<file path="src/rtl/core/gcc_pkg.sv">
// Greedy coin change: shared types and constants.
// Used by gcc_cell, gcc_divider, greedy_coin_change, coin_change_checker and the testbench; depends on nothing.
package gcc_pkg;

	localparam int DENOM_W        = 16;
	localparam int NUM_DENOM_REGS = 4;
	localparam int DIX_W          = 2;
	localparam int INUSE_W        = 3;
	localparam int CFG_IDX_W      = 3;
	localparam int COUNT_W        = 16;

	localparam logic [COUNT_W-1:0] COUNT_MAX = 16'hFFFF;

	// configuration register indexes
	localparam logic [CFG_IDX_W-1:0] REG_DENOM_FIRST   = 3'd0;
	localparam logic [CFG_IDX_W-1:0] REG_DENOM_SECOND  = 3'd1;
	localparam logic [CFG_IDX_W-1:0] REG_DENOM_THIRD   = 3'd2;
	localparam logic [CFG_IDX_W-1:0] REG_DENOM_FOURTH  = 3'd3;
	localparam logic [CFG_IDX_W-1:0] REG_DENOMS_IN_USE = 3'd4;

	// reset values
	localparam logic [DENOM_W-1:0] RST_DENOM_FIRST   = 16'd1;
	localparam logic [DENOM_W-1:0] RST_DENOM_SECOND  = 16'd5;
	localparam logic [DENOM_W-1:0] RST_DENOM_THIRD   = 16'd10;
	localparam logic [DENOM_W-1:0] RST_DENOM_FOURTH  = 16'd25;
	localparam logic [INUSE_W-1:0] RST_DENOMS_IN_USE = 3'd4;

	// control broadcast to every sort cell
	typedef struct packed {
		logic clear;
		logic sort_en;
		logic shift_en;
	} cell_ctrl_t;

endpackage

</file>
<file path="src/rtl/core/greedy_coin_change.sv">
// Greedy coin change, top level: config registers, sorting chain, divider and control.
// Depends on gcc_pkg, gcc_cell and gcc_divider.
//
// Takes one amount per input transaction and makes it up greedily from up to
// four configured coin denominations, largest first whatever their register
// order. The denominations in use (a zero register counts as absent) are fed
// one per cycle into a chain of N = min(MAX_DENOMS, 4) sorting cells, each of
// which keeps the larger value and hands the smaller to its neighbour; at the
// end of the sort state the chain holds them in descending order with the
// largest at its head. The chain then shifts towards its head, one
// denomination per step, and a shared restoring divider takes the quotient and
// remainder of the running amount by the head denomination, one bit per cycle.
// One item is worked on at a time; the next input transaction is taken as soon
// as the previous result sits in the output register, even if that result has
// not yet been taken. A remainder left over raises cannot_make and forces
// coin_total to 0; a count above 65535 saturates. Config writes are expected
// only while the block is idle; indexes beyond 4 are ignored.
module greedy_coin_change #(
	parameter int MAX_DENOMS   = 4,
	parameter int AMOUNT_WIDTH = 16
) (
	input  logic                              clk,
	input  logic                              arst_n,
	// configuration write port
	input  logic                              cfg_wr_en,
	input  logic [gcc_pkg::CFG_IDX_W-1:0]     cfg_index,
	input  logic [gcc_pkg::DENOM_W-1:0]       cfg_data,
	// input channel
	input  logic                              in_valid,
	output logic                              in_ready,
	input  logic [AMOUNT_WIDTH-1:0]           amount,
	// output channel
	output logic                              out_valid,
	input  logic                              out_ready,
	output logic [gcc_pkg::COUNT_W-1:0]       coin_total,
	output logic                              cannot_make
);

	localparam int NCELL = (MAX_DENOMS < gcc_pkg::NUM_DENOM_REGS) ?
		MAX_DENOMS : gcc_pkg::NUM_DENOM_REGS;
	localparam int SC_W  = $clog2(2 * NCELL) + 1;
	localparam int XW    = (AMOUNT_WIDTH > gcc_pkg::COUNT_W) ? AMOUNT_WIDTH : gcc_pkg::COUNT_W;

	typedef enum logic [4:0] {
		ST_IDLE   = 5'b00001,
		ST_SORT   = 5'b00010,
		ST_LOAD   = 5'b00100,
		ST_DIV    = 5'b01000,
		ST_FINISH = 5'b10000
	} state_t;

	state_t state_q;

	// configuration registers
	logic [gcc_pkg::DENOM_W-1:0] denom_q [gcc_pkg::NUM_DENOM_REGS];
	logic [gcc_pkg::INUSE_W-1:0] inuse_q;

	always_ff @(posedge clk or negedge arst_n) begin
		if (!arst_n) begin
			denom_q[0] <= gcc_pkg::RST_DENOM_FIRST;
			denom_q[1] <= gcc_pkg::RST_DENOM_SECOND;
			denom_q[2] <= gcc_pkg::RST_DENOM_THIRD;
			denom_q[3] <= gcc_pkg::RST_DENOM_FOURTH;
			inuse_q    <= gcc_pkg::RST_DENOMS_IN_USE;
		end else if (cfg_wr_en) begin
			unique case (cfg_index)
				gcc_pkg::REG_DENOM_FIRST:   denom_q[0] <= cfg_data;
				gcc_pkg::REG_DENOM_SECOND:  denom_q[1] <= cfg_data;
				gcc_pkg::REG_DENOM_THIRD:   denom_q[2] <= cfg_data;
				gcc_pkg::REG_DENOM_FOURTH:  denom_q[3] <= cfg_data;
				gcc_pkg::REG_DENOMS_IN_USE: inuse_q    <= cfg_data[gcc_pkg::INUSE_W-1:0];
				default: ;
			endcase
		end
	end

	// denominations in use, saturated to the chain length
	logic [gcc_pkg::INUSE_W-1:0] used;
	logic [SC_W-1:0]             used_c;

	assign used   = (inuse_q > gcc_pkg::INUSE_W'(NCELL)) ? gcc_pkg::INUSE_W'(NCELL) : inuse_q;
	assign used_c = SC_W'(used);

	// control
	logic                        in_acc;
	logic [SC_W-1:0]             sort_cnt_q;
	logic [AMOUNT_WIDTH-1:0]     rem_q;
	logic [AMOUNT_WIDTH-1:0]     count_q;
	gcc_pkg::cell_ctrl_t         cell_ctrl;
	logic [gcc_pkg::DENOM_W-1:0] feed;
	logic                        div_start;
	logic                        div_done;
	logic [AMOUNT_WIDTH-1:0]     div_quot;
	logic [gcc_pkg::DENOM_W-1:0] div_rem;
	logic                        out_load;

	logic [gcc_pkg::DENOM_W-1:0] hold [NCELL];
	logic [gcc_pkg::DENOM_W-1:0] pass [NCELL];

	assign in_ready = (state_q == ST_IDLE);
	assign in_acc   = in_valid && in_ready;

	assign feed = (sort_cnt_q < used_c) ? denom_q[gcc_pkg::DIX_W'(sort_cnt_q)] : '0;

	assign cell_ctrl.clear    = in_acc;
	assign cell_ctrl.sort_en  = (state_q == ST_SORT);
	assign cell_ctrl.shift_en = (state_q == ST_DIV) && div_done;

	// a zero at the head means every denomination has been used
	assign div_start = (state_q == ST_LOAD) && (hold[0] != '0);
	assign out_load  = (state_q == ST_FINISH) && (!out_valid || out_ready);

	always_ff @(posedge clk or negedge arst_n) begin
		if (!arst_n) begin
			state_q    <= ST_IDLE;
			sort_cnt_q <= '0;
			rem_q      <= '0;
			count_q    <= '0;
		end else begin
			unique case (state_q)
				ST_IDLE: begin
					if (in_acc) begin
						rem_q      <= amount;
						count_q    <= '0;
						sort_cnt_q <= '0;
						state_q    <= ST_SORT;
					end
				end
				ST_SORT: begin
					if (sort_cnt_q == SC_W'(2 * NCELL - 2)) begin
						state_q <= ST_LOAD;
					end else begin
						sort_cnt_q <= sort_cnt_q + 1'b1;
					end
				end
				ST_LOAD: begin
					state_q <= div_start ? ST_DIV : ST_FINISH;
				end
				ST_DIV: begin
					if (div_done) begin
						count_q <= count_q + div_quot;
						rem_q   <= AMOUNT_WIDTH'(div_rem);
						state_q <= ST_LOAD;
					end
				end
				ST_FINISH: begin
					if (out_load) begin
						state_q <= ST_IDLE;
					end
				end
				default: state_q <= ST_IDLE;
			endcase
		end
	end

	// sorting chain
	for (genvar k = 0; k < NCELL; k++) begin : g_cell
		logic [gcc_pkg::DENOM_W-1:0] cell_in;
		logic [gcc_pkg::DENOM_W-1:0] cell_next;

		if (k == 0) begin : g_head
			assign cell_in = feed;
		end else begin : g_body
			assign cell_in = pass[k-1];
		end

		if (k == NCELL - 1) begin : g_tail
			assign cell_next = '0;
		end else begin : g_inner
			assign cell_next = hold[k+1];
		end

		gcc_cell u_cell (
			.clk       (clk),
			.arst_n    (arst_n),
			.ctrl      (cell_ctrl),
			.in_val    (cell_in),
			.next_hold (cell_next),
			.hold_val  (hold[k]),
			.pass_val  (pass[k])
		);
	end

	gcc_divider #(
		.AMOUNT_WIDTH (AMOUNT_WIDTH)
	) u_div (
		.clk       (clk),
		.arst_n    (arst_n),
		.start     (div_start),
		.dividend  (rem_q),
		.divisor   (hold[0]),
		.done      (div_done),
		.quotient  (div_quot),
		.remainder (div_rem)
	);

	// result register
	logic [XW-1:0]                count_x;
	logic [gcc_pkg::COUNT_W-1:0]  count_sat;
	logic                         out_valid_q;
	logic [gcc_pkg::COUNT_W-1:0]  coin_total_q;
	logic                         cannot_make_q;

	assign count_x   = XW'(count_q);
	assign count_sat = (count_x > XW'(gcc_pkg::COUNT_MAX)) ?
		gcc_pkg::COUNT_MAX : gcc_pkg::COUNT_W'(count_x);

	always_ff @(posedge clk or negedge arst_n) begin
		if (!arst_n) begin
			out_valid_q   <= 1'b0;
			coin_total_q  <= '0;
			cannot_make_q <= 1'b0;
		end else if (out_load) begin
			out_valid_q   <= 1'b1;
			cannot_make_q <= (rem_q != '0);
			coin_total_q  <= (rem_q != '0) ? '0 : count_sat;
		end else if (out_ready) begin
			out_valid_q <= 1'b0;
		end
	end

	assign out_valid   = out_valid_q;
	assign coin_total  = coin_total_q;
	assign cannot_make = cannot_make_q;

`ifndef SYNTHESIS
	a_fail_zero_count: assert property (@(posedge clk) disable iff (!arst_n)
		out_valid && cannot_make |-> coin_total == '0)
		else $error("coin_total not zero with cannot_make");

	a_accept_sorts: assert property (@(posedge clk) disable iff (!arst_n)
		in_valid && in_ready |=> state_q == ST_SORT)
		else $error("accepted transaction did not start sorting");

	a_done_in_div: assert property (@(posedge clk) disable iff (!arst_n)
		div_done |-> state_q == ST_DIV)
		else $error("divider finished outside the divide state");

	a_rem_below_divisor: assert property (@(posedge clk) disable iff (!arst_n)
		div_done |-> div_rem < hold[0])
		else $error("divider remainder not below divisor");
`endif

endmodule

</file>
<file path="src/rtl/core/gcc_cell.sv">
// One cell of the sorting chain: keeps the larger value, passes the smaller on.
// Depends on gcc_pkg.
module gcc_cell (
	input  logic                         clk,
	input  logic                         arst_n,
	input  gcc_pkg::cell_ctrl_t          ctrl,
	input  logic [gcc_pkg::DENOM_W-1:0]  in_val,
	input  logic [gcc_pkg::DENOM_W-1:0]  next_hold,
	output logic [gcc_pkg::DENOM_W-1:0]  hold_val,
	output logic [gcc_pkg::DENOM_W-1:0]  pass_val
);

	logic [gcc_pkg::DENOM_W-1:0] hold_q;
	logic [gcc_pkg::DENOM_W-1:0] pass_q;

	always_ff @(posedge clk or negedge arst_n) begin
		if (!arst_n) begin
			hold_q <= '0;
			pass_q <= '0;
		end else if (ctrl.clear) begin
			hold_q <= '0;
			pass_q <= '0;
		end else if (ctrl.sort_en) begin
			if (in_val > hold_q) begin
				hold_q <= in_val;
				pass_q <= hold_q;
			end else begin
				pass_q <= in_val;
			end
		end else if (ctrl.shift_en) begin
			// step towards the head of the chain
			hold_q <= next_hold;
		end
	end

	assign hold_val = hold_q;
	assign pass_val = pass_q;

endmodule

</file>
<file path="src/rtl/core/gcc_divider.sv">
// Restoring divider, one quotient bit per cycle.
// Depends on gcc_pkg.
module gcc_divider #(
	parameter int AMOUNT_WIDTH = 16
) (
	input  logic                         clk,
	input  logic                         arst_n,
	input  logic                         start,
	input  logic [AMOUNT_WIDTH-1:0]      dividend,
	input  logic [gcc_pkg::DENOM_W-1:0]  divisor,
	output logic                         done,
	output logic [AMOUNT_WIDTH-1:0]      quotient,
	output logic [gcc_pkg::DENOM_W-1:0]  remainder
);

	localparam int CNT_W = $clog2(AMOUNT_WIDTH);

	logic                          busy_q;
	logic                          done_q;
	logic [CNT_W-1:0]              cnt_q;
	logic [AMOUNT_WIDTH-1:0]       q_q;
	logic [gcc_pkg::DENOM_W-1:0]   r_q;
	logic [gcc_pkg::DENOM_W-1:0]   d_q;
	logic [gcc_pkg::DENOM_W:0]     r_shift;
	logic [gcc_pkg::DENOM_W:0]     r_diff;
	logic                          q_bit;

	always_comb begin
		r_shift = {r_q, q_q[AMOUNT_WIDTH-1]};
		r_diff  = r_shift - {1'b0, d_q};
		q_bit   = (r_shift >= {1'b0, d_q});
	end

	always_ff @(posedge clk or negedge arst_n) begin
		if (!arst_n) begin
			busy_q <= 1'b0;
			done_q <= 1'b0;
			cnt_q  <= '0;
			q_q    <= '0;
			r_q    <= '0;
			d_q    <= '0;
		end else begin
			done_q <= 1'b0;
			if (start) begin
				busy_q <= 1'b1;
				cnt_q  <= CNT_W'(AMOUNT_WIDTH - 1);
				q_q    <= dividend;
				r_q    <= '0;
				d_q    <= divisor;
			end else if (busy_q) begin
				// dividend bits leave at the top, quotient bits enter at the bottom
				q_q <= {q_q[AMOUNT_WIDTH-2:0], q_bit};
				r_q <= q_bit ? r_diff[gcc_pkg::DENOM_W-1:0] : r_shift[gcc_pkg::DENOM_W-1:0];
				if (cnt_q == '0) begin
					busy_q <= 1'b0;
					done_q <= 1'b1;
				end else begin
					cnt_q <= cnt_q - 1'b1;
				end
			end
		end
	end

	assign done      = done_q;
	assign quotient  = q_q;
	assign remainder = r_q;

endmodule

</file>
<file path="config.mk">
export PLATFORM = sky130hd
export DESIGN_NAME = greedy_coin_change
export DESIGN_NICKNAME = d
export VERILOG_FILES = /design/src/rtl/core/gcc_pkg.sv /design/src/rtl/core/greedy_coin_change.sv /design/src/rtl/core/gcc_cell.sv /design/src/rtl/core/gcc_divider.sv
export SDC_FILE = /design/constraint.sdc
export NUM_CORES = 1
export LEC_CHECK = 0
export BUFFER_PORTS_ARGS = -buffer_cell sky130_fd_sc_hd__buf_2
export CORE_MARGIN = 8
export CORE_UTILIZATION = 30
export DETAILED_ROUTE_END_ITERATION = 10
export SLEW_MARGIN = 15
export SYNTH_ARGS = -nofsm -noshare
export SYNTH_HDL_FRONTEND = slang
export SYNTH_SLANG_ARGS = --single-unit
export TNS_END_PERCENT = 20
</file>
<file path="constraint.sdc">
create_clock -name clk -period 4.37 [get_ports clk]
set_clock_uncertainty 0.2 [all_clocks]
set_input_delay 0.874 -clock clk [delete_from_list [all_inputs] [get_ports clk]]
set_output_delay 0.874 -clock clk [all_outputs]
set_load 0.05 [all_outputs]
</file>
== Yosys cells after proc, flatten, opt, wreduce, memory -nomap -nowiden ==
Cells that the tools add are included.

* Mux-type cells: 63
* Add/subtract/negate cells: 4
* Magnitude comparators: 9
* Bitwise logic cells: 1
* Reductions and logical operators: 29
* Equal/unequal tests: 20

{| class="wikitable"
|+ Operators by type and width
! cell !! count
|-
| 2-to-1 mux 16 bit || 39
|-
| greater-than comparator 16 bit || 4
|-
| one-hot mux 16 bit (2 select lines) || 2
|-
| binary-select mux 16 bit (select 2 bit) || 1
|-
| nonzero test 16 bit || 2
|-
| 2-to-1 mux 5 bit || 5
|-
| one-hot mux 5 bit (5 select lines) || 1
|-
| 2-to-1 mux 4 bit || 5
|-
| AND reduction 2 bit || 10
|-
| >= comparator 17 x 16 -> 1 bit || 1
|-
| adder 16 bit || 1
|-
| greater-than comparator 16 bit, second input constant || 1
|-
| subtractor 16 bit || 1
|-
| != test 3 x 2 -> 1 bit, second input constant || 4
|-
| nonzero test 2 bit || 5
|-
| 2-to-1 mux 1 bit || 8
|-
| one-hot mux 4 bit (2 select lines) || 1
|-
| equality test 3 x 2 -> 1 bit, second input constant || 2
|-
| != test 2 x 1 -> 1 bit, second input constant || 3
|-
| != test 2 bit, second input constant || 3
|-
| AND reduction 3 bit || 2
|-
| equality test 5 x 1 -> 1 bit, second input constant || 1
|-
| equality test 5 x 2 -> 1 bit, second input constant || 1
|-
| equality test 5 x 3 -> 1 bit, second input constant || 1
|-
| other kinds (19) || 22
|}

* Output and inout port bits: 19
* Register bits: 292

== Logic depth before layout (Yosys ltp) ==
* Depth in word-level cells: 9
* Gate-level depth with buffers: 18

== Modules after synthesis ==
From an unflattened synthesis, not the netlist that was laid out.

* Cell total of the unflattened synthesis: 2,072
* Area total of the unflattened synthesis: 20,083.0 um^2

{| class="wikitable"
|+ By module, submodules not included
! module !! cells an instance !! area an instance (um^2) !! instances
|-
| gcc_cell || 296 || 2,645.0 || 4
|-
| greedy_coin_change || 535 || 6,278.5 || 1
|-
| gcc_divider || 353 || 3,224.3 || 1
|}

== Worst setup path after synthesis ==
Ideal clock, no wire load.

* Kind: register to register
* Start point: register sort_cnt_q[0]
* End point: register g_cell[0].u_cell.hold_q (netlist bit g_cell[0].u_cell.hold_val[0])
* Cell stages (with the launch flop): 14
* Clock period less this slack: 4.081 ns
* Slack: 0.289 ns
* Arrival: 3.756 ns
* Cells stage by stage: dfrtp_1 > buf_1 > mux4_2 > nor2b_1 > ha_1 > and3_1 > a211o_1 > o221a_1 > a2111o_1 > and2_4 > buf_6 > o21a_1 > buf_6 > mux2_4

* Cells in the longest elaborated chain, start to end: 8

{| class="wikitable"
|+ Ends and longest elaborated chain
! element !! RTL line !! source
|-
| from (decl) || greedy_coin_change.sv:86 || <nowiki>logic [SC_W-1:0] sort_cnt_q;</nowiki>
|-
| from (signal assigned) || greedy_coin_change.sv:133 || <nowiki>sort_cnt_q <= sort_cnt_q + 1'b1;</nowiki>
|-
| NOT 2 -> 3 bit (implied by the code) || greedy_coin_change.sv:103 || <nowiki>assign feed = (sort_cnt_q < used_c) ? denom_q[gcc_pkg::DIX_W'(sort_cnt_q)] : '0;</nowiki>
|-
| binary-select mux 16 bit (select 2 bit) || greedy_coin_change.sv:103 ||
|-
| 2-to-1 mux 16 bit (implied by the code) (2 in a row) || greedy_coin_change.sv:103 ||
|-
| 2-to-1 mux 16 bit * || greedy_coin_change.sv:103 ||
|-
| greater-than comparator 16 bit or 2-to-1 mux 16 bit (tied branches) || gcc_cell.sv:24 || <nowiki>if (in_val > hold_q) begin</nowiki>
|-
| != test 3 x 2 -> 1 bit (no line) or 2-to-1 mux 16 bit (tied branches) || n/a ||
|-
| AND reduction 2 bit (no line) or 2-to-1 mux 16 bit (tied branches) || n/a ||
|-
| to (signal assigned) || gcc_cell.sv:25 || <nowiki>hold_q <= in_val;</nowiki>
|-
| to (signal assigned) || gcc_cell.sv:32 || <nowiki>hold_q <= next_hold;</nowiki>
|-
| to (decl) || gcc_cell.sv:13 || <nowiki>logic [gcc_pkg::DENOM_W-1:0] hold_q;</nowiki>
|}

Every way passes the cells marked *; elsewhere a longest branch is shown, timed or not. The select of a mux whose other input is x is not followed.
A chain may end at the register's enable or synchronous reset.

== Worst setup path in the final report ==
* Start point: register inuse_q[2] in the netlist's numbering
* End point: register g_cell[0].u_cell.hold_q (netlist bit g_cell[0].u_cell.hold_val[5])

* Cells in the longest elaborated chain, start to end: 7

{| class="wikitable"
|+ Ends and longest elaborated chain
! element !! RTL line !! source
|-
| from (decl) || greedy_coin_change.sv:56 || <nowiki>logic [gcc_pkg::INUSE_W-1:0] inuse_q;</nowiki>
|-
| from (signal assigned) || greedy_coin_change.sv:64 || <nowiki>inuse_q <= gcc_pkg::RST_DENOMS_IN_USE;</nowiki>
|-
| from (signal assigned) || greedy_coin_change.sv:71 || <nowiki>gcc_pkg::REG_DENOMS_IN_USE: inuse_q <= cfg_data[gcc_pkg::INUSE_W-1:0];</nowiki>
|-
| greater-than comparator 3 bit || greedy_coin_change.sv:81 || <nowiki>assign used = (inuse_q > gcc_pkg::INUSE_W'(NCELL)) ? gcc_pkg::INUSE_W'(NCELL) : inuse_q;</nowiki>
|-
| 2-to-1 mux 3 bit * || greedy_coin_change.sv:81 ||
|-
| < comparator 4 x 3 -> 1 bit * || greedy_coin_change.sv:103 ||
|-
| 2-to-1 mux 16 bit * || greedy_coin_change.sv:103 ||
|-
| greater-than comparator 16 bit or 2-to-1 mux 16 bit (tied branches) || gcc_cell.sv:24 ||
|-
| != test 3 x 2 -> 1 bit (no line) or 2-to-1 mux 16 bit (tied branches) || n/a ||
|-
| AND reduction 2 bit (no line) or 2-to-1 mux 16 bit (tied branches) || n/a ||
|}

Marked as above.

==> impl_metrics.yaml <==
run_status:
  status: "finished, final reports clean"
grt:
  track_usage_pct: 12.4
  grt_pass1_wl_microns: 62600
  grt_pass1_vias: 11600
  antenna_found_initial: 1
  grt_max_degree: 92
  gr-total-overflow: 0
cells_and_area:
  final_core_util_pct: 34.4
  post_route_cells_drive_above_1_share_pct: 15.6
  area_growth_pct: 13.7
  final_common_cell: "dfrtp_1"
  layout_common_cells: "282 x dfrtp_1, 163 x o21ai_0, 153 x nand2_1"
  fin_nets: 1707
  finalNonFillerCells: 2276
clock_network:
  cts_buffer_depth: 3
  cts_sinks: 292
  clk_pin_slew_ps: 60
  postCtsHoldBufs: 0
  cts_resized: 0
  numCtsBuffers: 34
  root_buffer: "clkbuf_16"
  cts_setup_buffers: 0
  htreeDepth: 2
  cts_tree: "done"
  worstSkewPairLatency_ps: 520
timing:
  tns_ps: 0
  final-hold-violation-count: 0
  rsz0062_at_grt: "false"
  fin_crit_ps: 3970
  finalSetupViolations: 0
  holdWs_ps: 200
  maxSlewHeadroom_pct: 24.1
  worst_pin_slew_ps: 1140
  drv_slew: 0
  finalCritPeriodShare_pct: 90.9
  fmax_mhz: 252
synthesis:
  synth_nets: 1668
  synth-async-reset-ratio_pct: 100
  syn_area_per_cell_sq_um: 10.4
  yosysSeqAreaShare_pct: 46.2
  yosys_register_bits: 292
  synth_cell_type_count: 74
  synth_edf_count: 0
  netlist_instances: 1526
  syn-cell-area_sq_um: 15900
  ys.flop_type: "dfrtp_1"
  ys_warn_count: 0
min_path:
  hold_class: "in2async"
placement:
  portBuffers: 58
  placed_cells: 2217
  dp_hpwl_microns: 27600
  gp_congestion: 0.851
critical_path:
  critPathKind: "reg2reg"
  cp_max_fo: 17
  crit_chain: "inv_1 -> nand2_1 -> ha_1 -> nor4b_1 -> o21ai_2 -> buf_4 -> nor2b_1 -> ha_1 -> nand4_1 -> nor2_1 -> and4_2 -> a2111o_1 -> and2_4 -> o21a_1 -> buf_4 -> mux2i_1"
  cpMaxStageDelayCell: "a2111o_1"
  cp-end-kind: "flip-flop"
  worstSetupStartpointType: "flip-flop"
  worst_path_largest_cell_delay_ps: 440
  worstPathRequired_ps: 4570
  crit_arrival_ps: 4170
drt:
  drtAntennaViolNets: 0
  drt-total-wl_microns: 37800
  via_per_inst: 5.13
  detail_route.wl_per_cell_microns: 16.6
  vias: 11700
  drc: 0
  first_pass_iters: 7
  drt-initial-drc-count: 682
pwr:
  internal-power_uw: 8050
  swShare_pct: 41.4
  power_density_nw_per_um2: 762
  combPwrFrac_pct: 46.9
  pwr-share-seq_pct: 33.0
  switchingPower_uw: 5690
  irDropWorstVdd_uv: 321
  p_leak_uw: 0.00809
  power_frac_clock_pct: 20.1
floorplan:
  die_area_sq_um: 60500
  start_util_pct: 30.2
  coreArea_sq_um: 52400
  dieHeight_microns: 246
  dieWidth_microns: 246
  num_rows: 84
  ios: 59
flow_run:
  maxCapViolCount: 0
through the flow:
step	cell area, sq um	power (uW)	setup slack, ps
after detailed placement	16900	11000	266
after CTS	18000	13800	247
after floorplan	15900	9320	289
after global routing	18000	14800	145
after global placement	16900	10800	396
final	18000	13700	398
power by group through the flow:
stage	sequential, uW	clock [uW]	combinational (uW)
after global placement	4530	0	6250
after floorplan	4160	0	5160
final	4530	2770	6440
after CTS	4520	2850	6470
after detailed placement	4570	0	6440
after global routing	4650	2940	7250
critical path: cells and delay by family, from the launching register on:
family | cells | cell delay (ps)
multiplexers | 1 | 140
AO/OA/AOI/OAI | 3 | 930
AND/OR/NAND/NOR | 7 | 1210
buffers and inverters | 3 | 530
adder cells (fa/ha/maj) | 2 | 450
flip-flops | 1 | 370
cell usage after synthesis (all sizes together), types with 27 or more instances:
cell type	n	area (sq um)
mux2	71	803
dfrtp	282	7060
nor2b	27	171
a21oi	68	340
clkbuf	70	263
nor2	33	124
ha	100	1250
mux2i	83	831
nand2	153	574
a22o	36	315
nand3	33	165
a22oi	46	345
o21ai	167	840
inv	98	368
final timing paths:
check                      cells past startpoint                      endpoint           start  slack [ps]
setup / recovery                              16  g_cell[0].u_cell.hold_val[5]      inuse_q[2]         400
hold / removal                                 1           u_div.remainder[14]          arst_n         200
setup reg to reg                              16  g_cell[0].u_cell.hold_val[5]      inuse_q[2]         400
hold reg to reg                                1                coin_total[11]  coin_total[11]         300
max in group asynchronous                      2  g_cell[2].u_cell.hold_val[5]          arst_n        2820
min in group clk                               1                coin_total[11]  coin_total[11]         300
state kept, by name, indices dropped and copies added, names as in the netlist, 3 cells and up:
name                    count
coin_total                 16
count_q                    16
denom_q                    64
g_cell.u_cell.hold_val     64
g_cell.u_cell.pass_val     48
inuse_q                     3
rem_q                      16
sort_cnt_q                  4
state_q                     5
u_div.cnt_q                 4
u_div.d_q                  16
u_div.quotient             16
u_div.remainder            16
layout make-up:
| type | instances | area (sq um) |
|---|---|---|
| antenna | 1 | 2.50 |
| timing repair buffer | 86 | 536 |
| sequential | 292 | 7320 |
| clock inverter | 8 | 75.1 |
| clock buffer | 50 | 1010 |
| multi-input combinational | 1053 | 7860 |
| fill | 5174 | 34400 |
| tap | 688 | 861 |
| inverter | 98 | 368 |
layer usage:
layer / share of wire, % / GRT usage, %
met3: 3.4 / 1.73
met4: 2.7 / 3.99
met1: 48 / 17.3
met2: 46 / 19.7
met5: 0 / 0
kinds of logic (layout without fill, tap and decap cells):
logic type	Yosys count	after routing	synth area share, %
AO/OA/AOI/OAI	429	429	17.3
AND/OR/NAND/NOR	328	328	9.93
flip-flops	292	292	46.2
buffers and inverters	181	242	4.52
multiplexers	170	170	12.6
adder cells (fa/ha/maj)	102	102	8.14
XOR/XNOR	24	24	1.33
other	0	1	0
No activity file was read; power rests on OpenSTA's default activity.
